<file path="src/sv/sensor_response_frame_receiver_macros.svh">
// assertion macros for the sensor response frame receiver
`ifndef SENSOR_RESPONSE_FRAME_RECEIVER_MACROS_SVH
`define SENSOR_RESPONSE_FRAME_RECEIVER_MACROS_SVH
`ifndef ASSERT_OFF
`define SRFR_ASSERT(lbl, prop, msg) \
  lbl: assert property (@(posedge clk_i) disable iff (!rst_ni) prop) else $error(msg);
`define SRFR_ASSERT_IMP(lbl, ante, cons, msg) \
  lbl: assert property (@(posedge clk_i) disable iff (!rst_ni) (ante) |-> (cons)) \
    else $error(msg);
`else
`define SRFR_ASSERT(lbl, prop, msg)
`define SRFR_ASSERT_IMP(lbl, ante, cons, msg)
`endif
`endif

</file>
<file path="src/sv/srfr_pkg.sv">
// constants and types shared by the frame receiver
package srfr_pkg;

  localparam int RESP_DATA_BYTES = 14;
  localparam int FRAME_BUF_BYTES = 1024;

  // payload count and byte counter width
  localparam int PLEN_W = ($clog2(FRAME_BUF_BYTES) > 7) ? $clog2(FRAME_BUF_BYTES) : 7;
  localparam int LEN_OUT_W = 10;

  localparam logic [7:0] PFX_RESP_0 = 8'hAA;
  localparam logic [7:0] PFX_RESP_1 = 8'h55;
  localparam logic [7:0] PFX_DATA_0 = 8'hA5;
  localparam logic [7:0] PFX_DATA_1 = 8'h5A;
  localparam logic [15:0] SUM_INIT  = 16'h00FF;

  localparam bit RESP_TOO_BIG = (RESP_DATA_BYTES + 2) > FRAME_BUF_BYTES;

  typedef enum logic [2:0] {
    ST_OK       = 3'd0,
    ST_CODE     = 3'd1,
    ST_BAD_LEN  = 3'd2,
    ST_CHECKSUM = 3'd3,
    ST_DEVICE   = 3'd4
  } status_e;

  localparam logic KIND_RESP = 1'b0;
  localparam logic KIND_DATA = 1'b1;

endpackage

</file>
<file path="src/sv/sensor_response_frame_receiver.sv">
// sensor response frame receiver: prefix hunt, header parse, payload stream, status
//
// Usage:
//   Input channel (in_valid_i / in_stall_o) carries one received link byte per request.
//   Output channel (out_valid_o / out_stall_i) carries zero or one result per input
//   byte: a payload byte (payload_valid_o) or a final frame status (frame_done_o),
//   each with the header fields of the current frame.
//   cfg_we_i / cfg_wdata_i write the expected command code; zero accepts any code.
//   Each byte is processed in the cycle it is accepted and its result sits in the
//   output register in the next cycle; throughput 1 byte per cycle while in_stall_o is low,
//   with a single state update between input and result register.
//   Prefix bytes, header bytes and the checksum low byte give no result, except the
//   last header byte of a header that fails its code or length check.
//   When out_stall_i holds a waiting result, in_stall_o rises in the same cycle and
//   no byte is taken until the result is taken; nothing is dropped.
//   Reset clears the hunt, the frame state, the header store and the output valid;
//   the expected code resets to zero.
`include "sensor_response_frame_receiver_macros.svh"

module sensor_response_frame_receiver
  import srfr_pkg::*;
(
  input  logic        clk_i,
  input  logic        rst_ni,
  input  logic        cfg_we_i,
  input  logic [15:0] cfg_wdata_i,
  input  logic        in_valid_i,
  output logic        in_stall_o,
  input  logic [7:0]  rx_byte_i,
  output logic        out_valid_o,
  input  logic        out_stall_i,
  output logic [7:0]  payload_byte_o,
  output logic        payload_valid_o,
  output logic        frame_done_o,
  output logic        frame_kind_o,
  output logic [2:0]  status_o,
  output logic [15:0] return_code_o,
  output logic [15:0] command_code_o,
  output logic [7:0]  source_id_o,
  output logic [7:0]  dest_id_o,
  output logic [9:0]  payload_length_o
);

  typedef enum logic [1:0] {
    H_IDLE = 2'd0,
    H_AA   = 2'd1,
    H_A5   = 2'd2
  } hunt_e;

  typedef enum logic [1:0] {
    F_HUNT    = 2'd0,
    F_HEADER  = 2'd1,
    F_PAYLOAD = 2'd2,
    F_CHECK   = 2'd3
  } frame_e;

  hunt_e             hunt_q, hunt_d;
  frame_e            frame_q, frame_d;
  logic [PLEN_W-1:0] cnt_q, cnt_d;
  logic [PLEN_W-1:0] plen_q, plen_d;
  logic [15:0]       sum_q, sum_d;
  logic [63:0]       hdr_q, hdr_d;
  logic [7:0]        chk_lo_q, chk_lo_d;
  logic              kind_q, kind_d;
  logic [15:0]       expected_q;

  logic              out_valid_q;
  logic [7:0]        pbyte_q;
  logic              pvalid_q, done_q, okind_q;
  status_e           status_q;
  logic [15:0]       ret_q, cmd_q;
  logic [7:0]        src_q, dst_q;
  logic [9:0]        olen_q;

  logic              res;
  logic [7:0]        r_pbyte;
  logic              r_pvalid, r_done;
  status_e           r_status;
  logic [PLEN_W-1:0] r_plen;
  logic [31:0]       r_plen_ext;

  logic              in_acc;
  logic [7:0]        b;
  logic [15:0]       len_word, len_m2;
  logic [PLEN_W:0]   cnt_inc;
  logic              len_bad;

  assign in_stall_o = out_valid_q && out_stall_i;
  assign in_acc     = in_valid_i && !in_stall_o;
  assign b          = rx_byte_i;
  assign len_word   = hdr_q[47:32];
  assign len_m2     = len_word - 16'd2;
  assign cnt_inc    = {1'b0, cnt_q} + {{PLEN_W{1'b0}}, 1'b1};
  assign r_plen_ext = {{(32-PLEN_W){1'b0}}, r_plen};

  always_comb begin
    hunt_d   = hunt_q;
    frame_d  = frame_q;
    cnt_d    = cnt_q;
    plen_d   = plen_q;
    sum_d    = sum_q;
    hdr_d    = hdr_q;
    chk_lo_d = chk_lo_q;
    kind_d   = kind_q;
    res      = 1'b0;
    r_pbyte  = 8'd0;
    r_pvalid = 1'b0;
    r_done   = 1'b0;
    r_status = ST_OK;
    r_plen   = '0;
    len_bad  = 1'b0;
    case (frame_q)
      F_HUNT: begin
        hunt_d = (b == PFX_RESP_0) ? H_AA : (b == PFX_DATA_0) ? H_A5 : H_IDLE;
        case (hunt_q)
          H_IDLE: ;
          H_AA: begin
            if (b == PFX_RESP_1) begin
              kind_d  = KIND_RESP;
              frame_d = F_HEADER;
            end
          end
          H_A5: begin
            if (b == PFX_DATA_1) begin
              kind_d  = KIND_DATA;
              frame_d = F_HEADER;
            end
          end
          default: hunt_d = H_IDLE;
        endcase
        if (frame_d == F_HEADER) begin
          hunt_d = H_IDLE;
          cnt_d  = '0;
          hdr_d  = '0;
          sum_d  = SUM_INIT;
        end
      end
      F_HEADER: begin
        hdr_d[8*cnt_q[2:0] +: 8] = b;
        sum_d = sum_q + {8'd0, b};
        cnt_d = cnt_inc[PLEN_W-1:0];
        if (cnt_q[2:0] == 3'd7) begin
          len_bad = (kind_q == KIND_RESP) ? RESP_TOO_BIG
                  : ((len_word < 16'd2) || (len_word > 16'(FRAME_BUF_BYTES)));
          if (expected_q != 16'd0 && hdr_q[31:16] != expected_q) begin
            res      = 1'b1;
            r_done   = 1'b1;
            r_status = ST_CODE;
            frame_d  = F_HUNT;
            hunt_d   = H_IDLE;
            cnt_d    = '0;
          end else if (len_bad) begin
            res      = 1'b1;
            r_done   = 1'b1;
            r_status = ST_BAD_LEN;
            frame_d  = F_HUNT;
            hunt_d   = H_IDLE;
            cnt_d    = '0;
          end else begin
            plen_d  = (kind_q == KIND_RESP) ? PLEN_W'(RESP_DATA_BYTES)
                                            : len_m2[PLEN_W-1:0];
            cnt_d   = '0;
            frame_d = (plen_d == '0) ? F_CHECK : F_PAYLOAD;
          end
        end
      end
      F_PAYLOAD: begin
        sum_d    = sum_q + {8'd0, b};
        res      = 1'b1;
        r_pbyte  = b;
        r_pvalid = 1'b1;
        r_plen   = plen_q;
        cnt_d    = cnt_inc[PLEN_W-1:0];
        if (cnt_inc >= {1'b0, plen_q}) begin
          frame_d = F_CHECK;
          cnt_d   = '0;
        end
      end
      F_CHECK: begin
        if (cnt_q == '0) begin
          chk_lo_d = b;
          cnt_d    = {{(PLEN_W-1){1'b0}}, 1'b1};
        end else begin
          res    = 1'b1;
          r_done = 1'b1;
          r_plen = plen_q;
          if ({b, chk_lo_q} != sum_q) begin
            r_status = ST_CHECKSUM;
          end else if (hdr_q[55:48] != 8'd0) begin
            r_status = ST_DEVICE;
          end else begin
            r_status = ST_OK;
          end
          frame_d = F_HUNT;
          hunt_d  = H_IDLE;
          cnt_d   = '0;
        end
      end
      default: frame_d = F_HUNT;
    endcase
  end

  always_ff @(posedge clk_i or negedge rst_ni) begin
    if (!rst_ni) begin
      hunt_q      <= H_IDLE;
      frame_q     <= F_HUNT;
      cnt_q       <= '0;
      plen_q      <= '0;
      sum_q       <= '0;
      hdr_q       <= '0;
      chk_lo_q    <= '0;
      kind_q      <= KIND_RESP;
      expected_q  <= '0;
      out_valid_q <= 1'b0;
      pbyte_q     <= '0;
      pvalid_q    <= 1'b0;
      done_q      <= 1'b0;
      okind_q     <= 1'b0;
      status_q    <= ST_OK;
      ret_q       <= '0;
      cmd_q       <= '0;
      src_q       <= '0;
      dst_q       <= '0;
      olen_q      <= '0;
    end else begin
      if (cfg_we_i) begin
        expected_q <= cfg_wdata_i;
      end
      if (in_acc) begin
        hunt_q      <= hunt_d;
        frame_q     <= frame_d;
        cnt_q       <= cnt_d;
        plen_q      <= plen_d;
        sum_q       <= sum_d;
        hdr_q       <= hdr_d;
        chk_lo_q    <= chk_lo_d;
        kind_q      <= kind_d;
        out_valid_q <= res;
        if (res) begin
          pbyte_q  <= r_pbyte;
          pvalid_q <= r_pvalid;
          done_q   <= r_done;
          okind_q  <= kind_d;
          status_q <= r_status;
          ret_q    <= hdr_d[63:48];
          cmd_q    <= hdr_d[31:16];
          src_q    <= hdr_d[7:0];
          dst_q    <= hdr_d[15:8];
          olen_q   <= r_plen_ext[LEN_OUT_W-1:0];
        end
      end else if (out_valid_q && !out_stall_i) begin
        out_valid_q <= 1'b0;
      end
    end
  end

  assign out_valid_o      = out_valid_q;
  assign payload_byte_o   = pbyte_q;
  assign payload_valid_o  = pvalid_q;
  assign frame_done_o     = done_q;
  assign frame_kind_o     = okind_q;
  assign status_o         = status_q;
  assign return_code_o    = ret_q;
  assign command_code_o   = cmd_q;
  assign source_id_o      = src_q;
  assign dest_id_o        = dst_q;
  assign payload_length_o = olen_q;

  `SRFR_ASSERT_IMP(a_one_kind, out_valid_q, !(pvalid_q && done_q) && (pvalid_q || done_q),
                   "result is neither or both payload and done")
  `SRFR_ASSERT_IMP(a_payload_ok, out_valid_q && pvalid_q, status_q == ST_OK,
                   "payload result with nonzero status")
  `SRFR_ASSERT_IMP(a_stall_held, in_stall_o, out_valid_q,
                   "input stalled with no result waiting")
  `SRFR_ASSERT_IMP(a_cnt_range, frame_q == F_PAYLOAD, cnt_q < plen_q,
                   "payload counter beyond payload length")
  `SRFR_ASSERT_IMP(a_hunt_idle, frame_q != F_HUNT, hunt_q == H_IDLE,
                   "prefix hunt active inside a frame")

endmodule

</file>
<file path="config.mk">
export PLATFORM = sky130hd
export DESIGN_NAME = sensor_response_frame_receiver
export DESIGN_NICKNAME = d
export VERILOG_FILES = /design/src/sv/srfr_pkg.sv /design/src/sv/sensor_response_frame_receiver.sv
export VERILOG_INCLUDE_DIRS = /design/src /design/src/sv
export SDC_FILE = /design/constraint.sdc
export NUM_CORES = 1
export LEC_CHECK = 0
export ABC_CLOCK_PERIOD_IN_PS = 4500
export BUFFER_PORTS_ARGS = -buffer_cell sky130_fd_sc_hd__clkbuf_2
export CORE_MARGIN = 5
export CORE_UTILIZATION = 50
export DETAILED_ROUTE_END_ITERATION = 6
export PLACE_DENSITY = 0.75
export SYNTH_ARGS = -nofsm -noshare
export SYNTH_HDL_FRONTEND = slang
export SYNTH_SLANG_ARGS = --single-unit
</file>
<file path="constraint.sdc">
create_clock -name clk_i -period 4.5 [get_ports clk_i]
set_input_delay 0.9 -clock clk_i [delete_from_list [all_inputs] [get_ports clk_i]]
set_output_delay 0.9 -clock clk_i [all_outputs]
set_load 0.1 [all_outputs]
</file>
# Word-level counts from Yosys, hierarchy flattened
# Index checks and enable logic that the tools add are counted.
[totals] register_bits=202 out_inout_bits=74 input_bits=29 elab_cells=131
[classes] n_addsub=4 n_reduce_logical=27 n_lt_le_gt_ge=3 n_eq_ne=18 mux=54 n_shift=2 bitwise=2
[op_table] cell="case mux 64 bit (2 select lines)" n=1
[op_table] cell="bitwise mux 64 bit" n=1
[op_table] cell="2-to-1 mux 64 bit" n=1
[op_table] cell="variable shift 8 x 34 -> 64 bit, first input constant" n=1
[op_table] cell="indexed part select 8 x 34 -> 64 bit" n=1
[op_table] cell="2-to-1 mux 10 bit" n=5
[op_table] cell="case mux 10 bit (4 select lines)" n=1
[op_table] cell="2-to-1 mux 2 bit" n=18
[op_table] cell="negation 6 -> 34 bit" n=1
[op_table] cell="!= test 16 bit" n=2
[op_table] cell="case mux 16 bit (2 select lines)" n=1
[op_table] cell="logical NOT 10 bit" n=2
[op_table] cell="case mux 10 bit (2 select lines)" n=1
[op_table] cell="adder 16 x 8 -> 16 bit" n=1
[op_table] cell="equality test 8 x 7 -> 1 bit, second input constant" n=2
[op_table] cell="equality test 8 bit, second input constant" n=2
[op_table] cell="greater-than comparator 16 x 11 -> 1 bit, second input constant" n=1
[op_table] cell="< comparator 16 x 2 -> 1 bit, second input constant" n=1
[op_table] cell="2-to-1 mux 16 bit" n=1
[op_table] cell="nonzero test 16 bit" n=1
[op_table] cell="2-to-1 mux 1 bit" n=13
[op_table] cell="adder 10 x 1 -> 11 bit, second input constant" n=1
[op_table] cell="greater-or-equal comparator 11 x 10 -> 1 bit" n=1
[op_table] cell="AND reduction 5 bit" n=2
[op_table] cell="27 further kinds" n=48

# Logic depth before layout (Yosys ltp)
# Gate-level depths: netlist of run 1.
[logic_depth] depth_word=8 depth_mapped=14 mapped_depth_nobuf=12

# Least setup slack after synthesis of run 1
# OpenSTA, ideal clock, no wires.
[synth_timing] path_type="flip-flop to flip-flop" startpoint="register cnt_q[0]" endpoint="register cnt_q[5]" arrival_time_ns=3.056 path_slack_ns=1.362 path_stages_with_launch=15 setup_time_ns=0.082 cell_sequence="dfrtp_1 > clkbuf_1 > and3_1 > nand3_1 > nor2_1 > and3_1 > xor2_1 > ha_1 > inv_1 > o21ai_0 > a31o_2 > a221oi_1 > clkbuf_1 > a21oi_1 > a31oi_1"
[synth_via] elab_chain_len=4 word_cells_on_any_way=6 cone_classes="add/sub: 1; order compare: 1; eq/ne: 1; mux: 3"
[synth_lines] element="from (decl)" line_no="sensor_response_frame_receiver.sv:59" rtl="logic [PLEN_W-1:0] cnt_q, cnt_d;"
[synth_lines] element="from (signal assigned)" line_no="sensor_response_frame_receiver.sv:232" rtl="cnt_q <= cnt_d;"
[synth_lines] element="adder 10 x 1 -> 11 bit" line_no="sensor_response_frame_receiver.sv:93" rtl="assign cnt_inc = {1'b0, cnt_q} + {{PLEN_W{1'b0}}, 1'b1};"
[synth_lines] element="greater-or-equal comparator 11 x 10 -> 1 bit" line_no="sensor_response_frame_receiver.sv:174" rtl="if (cnt_inc >= {1'b0, plen_q}) begin"
[synth_lines] element="2-to-1 mux 10 bit" line_no="sensor_response_frame_receiver.sv:174"
[synth_lines] element="case mux 10 bit (4 select lines) *" line_no="sensor_response_frame_receiver.sv:112" rtl="case (frame_q)"
# Mark *: on every way between the ends. The rest lies on a longest branch, timed or not.
# A chain may end at the register's enable or synchronous reset.

# Final worst setup path of run 1
[layout_timing] startpoint="register cnt_q[0]" endpoint="register hdr_q[22]"
[layout_via] elab_chain_len=4 word_cells_on_any_way=5 cone_classes="add/sub: 1; shift: 2; mux: 2"
[layout_lines] element="negation 6 -> 34 bit *" line_no="sensor_response_frame_receiver.sv:139" rtl="hdr_d[8*cnt_q[2:0] +: 8] = b;"
[layout_lines] element="indexed part select 8 x 34 -> 64 bit or variable shift 8 x 34 -> 64 bit (tied branches)" line_no="sensor_response_frame_receiver.sv:139"
[layout_lines] element="bitwise mux 64 bit *" line_no="sensor_response_frame_receiver.sv:139"
[layout_lines] element="case mux 64 bit (2 select lines) *" line_no="sensor_response_frame_receiver.sv:112"
[layout_lines] element="to (signal assigned)" line_no="sensor_response_frame_receiver.sv:235" rtl="hdr_q <= hdr_d;"
[layout_lines] element="to (decl)" line_no="sensor_response_frame_receiver.sv:62" rtl="logic [63:0] hdr_q, hdr_d;"
# Marked as above.

==> results_dict.tcl, run 1 <==
set metrics [dict create \
    crit_fanout 13 \
    drive_gt1_share_pct 23.33 \
    design.die.area_um2 25450 \
    arrival_ps 3850 \
    drt_iter0_markers 884 \
    finalWirelength_um 29110 \
    post_dp_cell_area_um2 11930 \
    startpoint "cnt_q[0]" \
    finClkSkew_ps 16.11 \
    switching_share_pct 47.12 \
    max_freq_mhz 292.5 \
    synth-edff-count 0 \
    muxShareOfSynthArea_pct 12.15 \
    rsz0062_at_grt "false" \
    cts_tree "built" \
    cts_max_path_buffers 3 \
    synth_xor_area_share_pct 4.152 \
    hold_path_end "plen_q[9]" \
    initial_core_util_pct 51.07 \
    multi_input_area_um2 5645 \
    synthAdderAreaFrac_pct 3.537 \
    cp-start-kind "flop" \
    max-cap-violations 0 \
    overflow 0 \
    p_sw_mw 4.085 \
    cts_post_setup_buffers_inserted 0 \
    grt_use_total_pct 21.94 \
    syn2layout_area_growth_pct 13.23 \
    numCtsBuffers 22 \
    min-delay-start "plen_q[9]" \
    relSlewSlack_pct 25.73 \
    hold_buffers 0 \
    fin_tns_setup_ps 0 \
    io_pins 103 \
    reg2reg_slack_ps 1080 \
    synth_seq_area_share_pct 45.22 \
    placementRows 54 \
    die_height_um 159.5 \
    core_um2 21890 \
    p_per_area_nw_per_um2 685.0 \
    drc_errors 0 \
    htree_levels 1 \
    hold_violations 0 \
    critPathKind "reg -> reg" \
    grt_max_degree 122 \
    pwr-share-clk_pct 20.9 \
    diodes 0 \
    synth_cell_types 75 \
    synthArstFlopShare_pct 100.0 \
    avgSynthCellArea_um2 10.95 \
    synth_ff_type "dfrtp_1" \
    synthCells 1021 \
    status "finished clean" \
    synth-simple-area-share_pct 11.11 \
    nets 1167 \
    ys_warn_count 0 \
    combPwrFrac_pct 48.7 \
    synth_top_family_by_area "compound AO/OA/AOI/OAI gates" \
    cts_resized 0 \
    seq_power_share_pct 30.4 \
    cp-end-kind "flop" \
    holdWs_ps 482.5 \
    peakVddDrop_mv 0.4194 \
    p_int_mw 4.585 \
    final.period_utilization_pct 75.97 \
    vias 8667 \
    worst_slew_pin_slew_ps 1109 \
    grt_pass1_wl_um 46530 \
    worstReg2RegEnd "hdr_q[22]" \
    syn_area_um2 11180 \
    r2r_start "cnt_q[0]" \
    via_per_inst 6.177 \
    synth_nets 1081 \
    drtAntennaViolNets 0 \
    drv_slew 0 \
    timing.hold.worst_path_depth 2 \
    setup_violations 0 \
    grt_pass1_vias 8392 \
    p_leak_nw 5.987 \
    reg2reg_depth 9 \
    clkSinkCount 202 \
    portBuffers 102 \
    required_ps 4930 \
    synth_seq_cells 202 \
    hold_path.class "reg -> reg" \
    dr.pass1.iters 5 \
    clock_latency_ps 510 \
    die_w_um 159.5 \
    finalWeightedCongestion 0.9049 \
    ff_latch_area_um2 5055 \
    dp_hpwl_um 20130 \
    clk_pin_slew_ps 60 \
    synth_compound_area_share_pct 19.43 \
    fin_area_um2 12660 \
    cts_root_buf "clkbuf_16" \
    wl_per_cell_um 20.75 \
    n_fill_cell 1902 \
    fin_crit_ps 3419 \
    antenna_found_initial 0 \
    utilization_pct 57.82 \
]
[stage by stage]
stage | power, mW | cells | setup slack, ps
floorplan | 5.908 | 1021 | 1362
global placement | 6.784 | 1363 | 727.2
detailed placement | 6.846 | 1363 | 706.4
CTS | 8.686 | 1403 | 1149
global route | 9.092 | 1403 | 870.4
finish | 8.671 | 1403 | 1081
[layout make-up]
type,instances,area share [%]
Timing Repair Buffer,128,5.743
Clock buffer,32,5.209
Multi-Input combinational cell,713,44.60
Clock inverter,8,0.5634
Sequential cell,202,39.93
Inverter,40,1.186
Tap cell,280,2.768
[cells by family (layout without fill, tap and decap cells)]
group                      Yosys count  count (layout)
and+or+nand+nor                    230             230
AOI/OAI and AO/OA                  291             291
muxes                              108             108
adders and majority gates           31              31
buffers and inverters              106             208
DFF                                202             202
xor gates and xnor gates            53              53
[cells in the final DEF (no fill, tap or decap), drive strengths merged, types with 24 or more instances in the layout]
cell type,n
nand2,67
nand3,24
mux2,78
o2bb2ai,39
ha,30
a21oi,37
dfrtp,202
xnor2,29
nor2,30
buf,26
a22o,61
clkbuf,134
o21ai,47
xor2,24
mux2i,30
inv,41
[synthesized netlist by cell type (9+ instances only)]
master | number | area, um2
dfrtp_1 | 202 | 5055
nand2_1 | 67 | 251.5
a22o_1 | 61 | 534.3
mux2_4 | 48 | 720.7
clkbuf_1 | 47 | 176.4
o21ai_0 | 40 | 200.2
inv_1 | 39 | 146.4
o2bb2ai_1 | 39 | 341.6
a21oi_1 | 35 | 175.2
ha_1 | 30 | 375.4
mux2_2 | 30 | 337.8
mux2i_1 | 30 | 300.3
nor2_1 | 30 | 112.6
xnor2_1 | 29 | 254.0
nand3_1 | 24 | 120.1
xor2_1 | 24 | 210.2
nor4_1 | 16 | 100.1
nand4_1 | 13 | 81.33
nor3_1 | 13 | 65.06
or3_1 | 12 | 75.07
and3_1 | 11 | 68.82
o22ai_1 | 10 | 62.56
o31ai_1 | 9 | 67.56
[routing by layer]
layer / global-route usage [%] / wire length (um)
met4: 5.273 / 532
met1: 32.51 / 13210
met3: 3.495 / 2090
met5: 0 / 0
met2: 33.89 / 13280
[power groups by stage]
stage / Combinational (mW) / Sequential (mW) / Clock [mW]
floorplan: 2.19 / 3.72 / 0
global placement: 4.13 / 2.65 / 0
detailed placement: 4.19 / 2.66 / 0
CTS: 4.20 / 2.63 / 1.85
global route: 4.48 / 2.69 / 1.92
finish: 4.22 / 2.64 / 1.81
[state kept, by name, summed over array words and instances (netlist names), 2 cells and up]
| name | flops |
|---|---|
| hdr_q | 64 |
| status_o | 3 |
| command_code_o | 16 |
| dest_id_o | 8 |
| hunt_q | 2 |
| cnt_q | 10 |
| return_code_o | 16 |
| frame_q | 2 |
| source_id_o | 8 |
| plen_q | 10 |
| payload_length_o | 10 |
| sum_q | 16 |
| expected_q | 16 |
| chk_lo_q | 8 |
| payload_byte_o | 8 |
[worst max-delay path by stage]
stage           endpoint  slack (ps)  depth (start not counted)
5_1_grt         cnt_q[6]         870                         13
6_report       hdr_q[22]        1080                          9
3_5_place_dp    hdr_q[0]         710                          8
2_1_floorplan   cnt_q[5]        1360                         14
4_1_cts        hdr_q[22]        1150                          9
3_3_place_gp    hdr_q[3]         730                          8
[critical path, cell delays in order, from the launching register on]
cell     delay (ps)
dfrtp_1         690
inv_1           210
ha_1            320
ha_1            380
nor2b_1         260
o21ai_0         260
nor3b_2         220
buf_4           230
nor2b_1         520
a32o_1          260
Power figures use the tool's default switching activity.
==> run 2: changes to the inputs <==
- ABC_AREA: not set -> 1
- ABC_CLOCK_PERIOD_IN_PS: 4500 -> 3300
- clock period: 4.5 -> 3.3 ns (I/O delays scaled with it)
==> run 2 against run 1 <==
Effect of this change:
- sequential share of layout area down 2.5 points
- maximum frequency is 15% higher
- count of clock-buffer cells in the layout is 2 lower
- sequential power up 39%
- global-route usage increased by 3.0 points
- die area grew 7.2%
- clock skew increased by 11 ps
- via count is 33% higher
- setup slack worse by 750 ps
==> results_dict.tcl, run 2 <==
set metrics [dict create \
    drive_gt1_share_pct 11.18 \
    synth_ff_type "dfrtp_1" \
    synth_compound_area_share_pct 8.346 \
    peakVddDrop_mv 0.8391 \
    p_sw_mw 6.852 \
    wl_per_cell_um 15.96 \
    drtAntennaViolNets 0 \
    grt_max_degree 87 \
    relSlewSlack_pct 34.83 \
    critPathBufInv 0 \
    crit_fanout 13 \
    nets 1851 \
    setup_violations 0 \
    drc_errors 0 \
    hold_buffers 0 \
    crit_family "simple AND/OR/NAND/NOR gates" \
    p_per_area_nw_per_um2 955.5 \
    hold_path.class "in -> async" \
    cp-end-kind "flop" \
    muxShareOfSynthArea_pct 0 \
    synth_top_area_share_pct 41.99 \
    cts_tree "built" \
    synthTopCellsByCount "680 x nand2_1, 202 x dfrtp_1, 165 x nand3_1, 144 x inv_1, 104 x nor2_1" \
    yosysTopAreaCell "dfrtp_1" \
    core_um2 23610 \
    hold_violations 0 \
    seq_power_share_pct 28.4 \
    synth_nets 1772 \
    portBuffers 102 \
    drt_iter0_markers 1118 \
    placementRows 56 \
    final.period_utilization_pct 90.03 \
    synth_top_family_by_area "simple AND/OR/NAND/NOR gates" \
    die_w_um 165.2 \
    yosysMostFrequentCell "nand2_1" \
    diodes 0 \
    overflow 0 \
    synth.area.top_cells "dfrtp_1 42%, nand2_1 21%, nand3_1 6.9%, inv_1 4.5%, o21ai_0 3.5%" \
    avgSynthCellArea_um2 7.031 \
    reg2reg_slack_ps 330 \
    synth_xor_area_share_pct 1.601 \
    initial_core_util_pct 50.98 \
    largest_register_ffs 64 \
    path_common_cell "nand2_1" \
    syn2layout_area_growth_pct 12.31 \
    dp_hpwl_um 23480 \
    slowest_delay_ps 630 \
    vias 11541 \
    synthArstFlopShare_pct 100.0 \
    grt_pass1_wl_um 55300 \
    clk_pin_slew_ps 60 \
    synth_cell_types 44 \
    p_leak_nw 7.072 \
    grt_use_total_pct 24.94 \
    fin_area_um2 13520 \
    n_fill_cell 2263 \
    synthCells 1712 \
    critPathKind "reg -> reg" \
    io_pins 103 \
    design.die.area_um2 27280 \
    rsz0062_at_grt "false" \
    cts_post_setup_buffers_inserted 0 \
    die_height_um 165.2 \
    pwr-share-clk_pct 19.4 \
    antenna_found_initial 0 \
    cp-start-kind "flop" \
    via_per_inst 5.429 \
    synthAdderAreaFrac_pct 3.284 \
    max_freq_mhz 336.6 \
    combPwrFrac_pct 52.3 \
    dr.pass1.iters 5 \
    finClkSkew_ps 27.24 \
    reg2reg_depth 17 \
    switching_share_pct 53.05 \
    required_ps 3750 \
    cts_root_buf "clkbuf_16" \
    cts_max_path_buffers 3 \
    numCtsBuffers 23 \
    post_dp_cell_area_um2 12790 \
    final_common_cell "nand2_1" \
    fin_crit_ps 2971 \
    finalWirelength_um 33930 \
    clock_latency_ps 530 \
    syn_area_um2 12040 \
    p_int_mw 6.066 \
    worst_slew_pin_slew_ps 970.1 \
    ys_warn_count 0 \
    mostFrequentLayoutCells "680 x nand2_1, 202 x dfrtp_1, 165 x nand3_1" \
    synth_seq_area_share_pct 41.99 \
    cts_resized 0 \
    fin_tns_setup_ps 0 \
    status "finished clean" \
    max-cap-violations 0 \
    synth_seq_cells 202 \
    drv_slew 0 \
    slowest_stage "dfrtp_1" \
    r2r_start "cnt_q[0]" \
    grt_pass1_vias 10806 \
    worstReg2RegEnd "cnt_q[0]" \
    synth-simple-area-share_pct 36.56 \
    arrival_ps 3420 \
    htree_levels 1 \
    clkSinkCount 202 \
    crit_chain "ha_1 -> nand4_1 -> nor2_1 -> xor2_1 -> ha_1 -> a21o_1 -> nor2_1 -> nand2_1 -> nand2_1 -> nand2_1 -> nand2_1 -> nand2_1 -> nand2_1 -> nand2_1 -> nand2_1 -> nand2_1 -> nand2_1" \
    finalWeightedCongestion 0.9194 \
    synth-edff-count 0 \
    regMostFlops "hdr_q" \
]
## run 2: cell types whose count changed after synthesis, moves of 16 or more
cell / previous run / this run
a21oi_1: 35 / 55
a22o_1: 61 / 0
inv_1: 39 / 144
mux2_2: 30 / 0
mux2_4: 48 / 0
mux2i_1: 30 / 0
nand2_1: 67 / 680
nand3_1: 24 / 165
nand3b_1: 0 / 24
nor2_1: 30 / 104
o21ai_0: 40 / 83
o2bb2ai_1: 39 / 0
xor2_1: 24 / 8
## run 2: area by class of cell
| type | instances | area, um2 | area share, % |
|---|---|---|---|
| well taps | 319 | 399.1 | 2.952 |
| flip-flops and latches | 202 | 5055 | 37.39 |
| clock buffers | 30 | 631.9 | 4.674 |
| clock inverters | 11 | 93.84 | 0.6941 |
| repair buffers | 130 | 742.0 | 5.488 |
| inverters | 157 | 594.3 | 4.396 |
| multi-input cells | 1277 | 6003 | 44.41 |
## run 2: logic make-up (layout without fill, tap and decap cells)
group,after synthesis,after routing
and+or+nand+nor,1042,1042
buffers and inverters,233,328
DFF,202,202
AOI/OAI and AO/OA,182,182
adders and majority gates,31,31
xor gates and xnor gates,22,22
## run 2: worst max path at each step
| stage | start | to | slack, ps | cells past startpoint |
|---|---|---|---|---|
| global route | cnt_q[0] | hdr_q[3] | 20 | 11 |
| global placement | cnt_q[0] | cnt_q[0] | 410 | 17 |
| detailed placement | cnt_q[0] | cnt_q[0] | 350 | 17 |
| finish | cnt_q[0] | cnt_q[0] | 330 | 17 |
| CTS | cnt_q[0] | cnt_q[0] | 340 | 17 |
| floorplan | cnt_q[0] | hdr_q[7] | 780 | 13 |
## run 2: power groups by stage
stage	sequential [mW]	clock, mW	combinational (mW)
CTS	3.65	2.53	6.73
floorplan	5.27	0	3.53
global placement	3.67	0	6.60
global route	3.75	2.64	7.34
finish	3.67	2.50	6.75
detailed placement	3.68	0	6.68
## run 2: metal layers
| metal | track usage, % | wire (um) |
|---|---|---|
| met1 | 35.46 | 15120 |
| met2 | 39.46 | 15300 |
| met3 | 3.698 | 2489 |
| met4 | 7.902 | 1013 |
| met5 | 0 | 0 |
## run 2: stage by stage
| step | setup WS, ps | hold WS (ps) | total power, mW | util (%) | instances |
|---|---|---|---|---|---|
| 6_report | 328.9 | 185.5 | 12.92 | 57.25 | 2126 |
| 5_1_grt | 16.03 | 260.0 | 13.74 | 57.25 | 2126 |
| 4_1_cts | 338.4 | 224.2 | 12.91 | 57.25 | 2126 |
| 3_5_place_dp | 345.5 | 461.8 | 10.37 | 54.18 | 2085 |
| 3_3_place_gp | 414.0 | 456.6 | 10.27 | 54.18 | 2085 |
| 2_1_floorplan | 779.4 | 364.4 | 8.794 | - | 1712 |
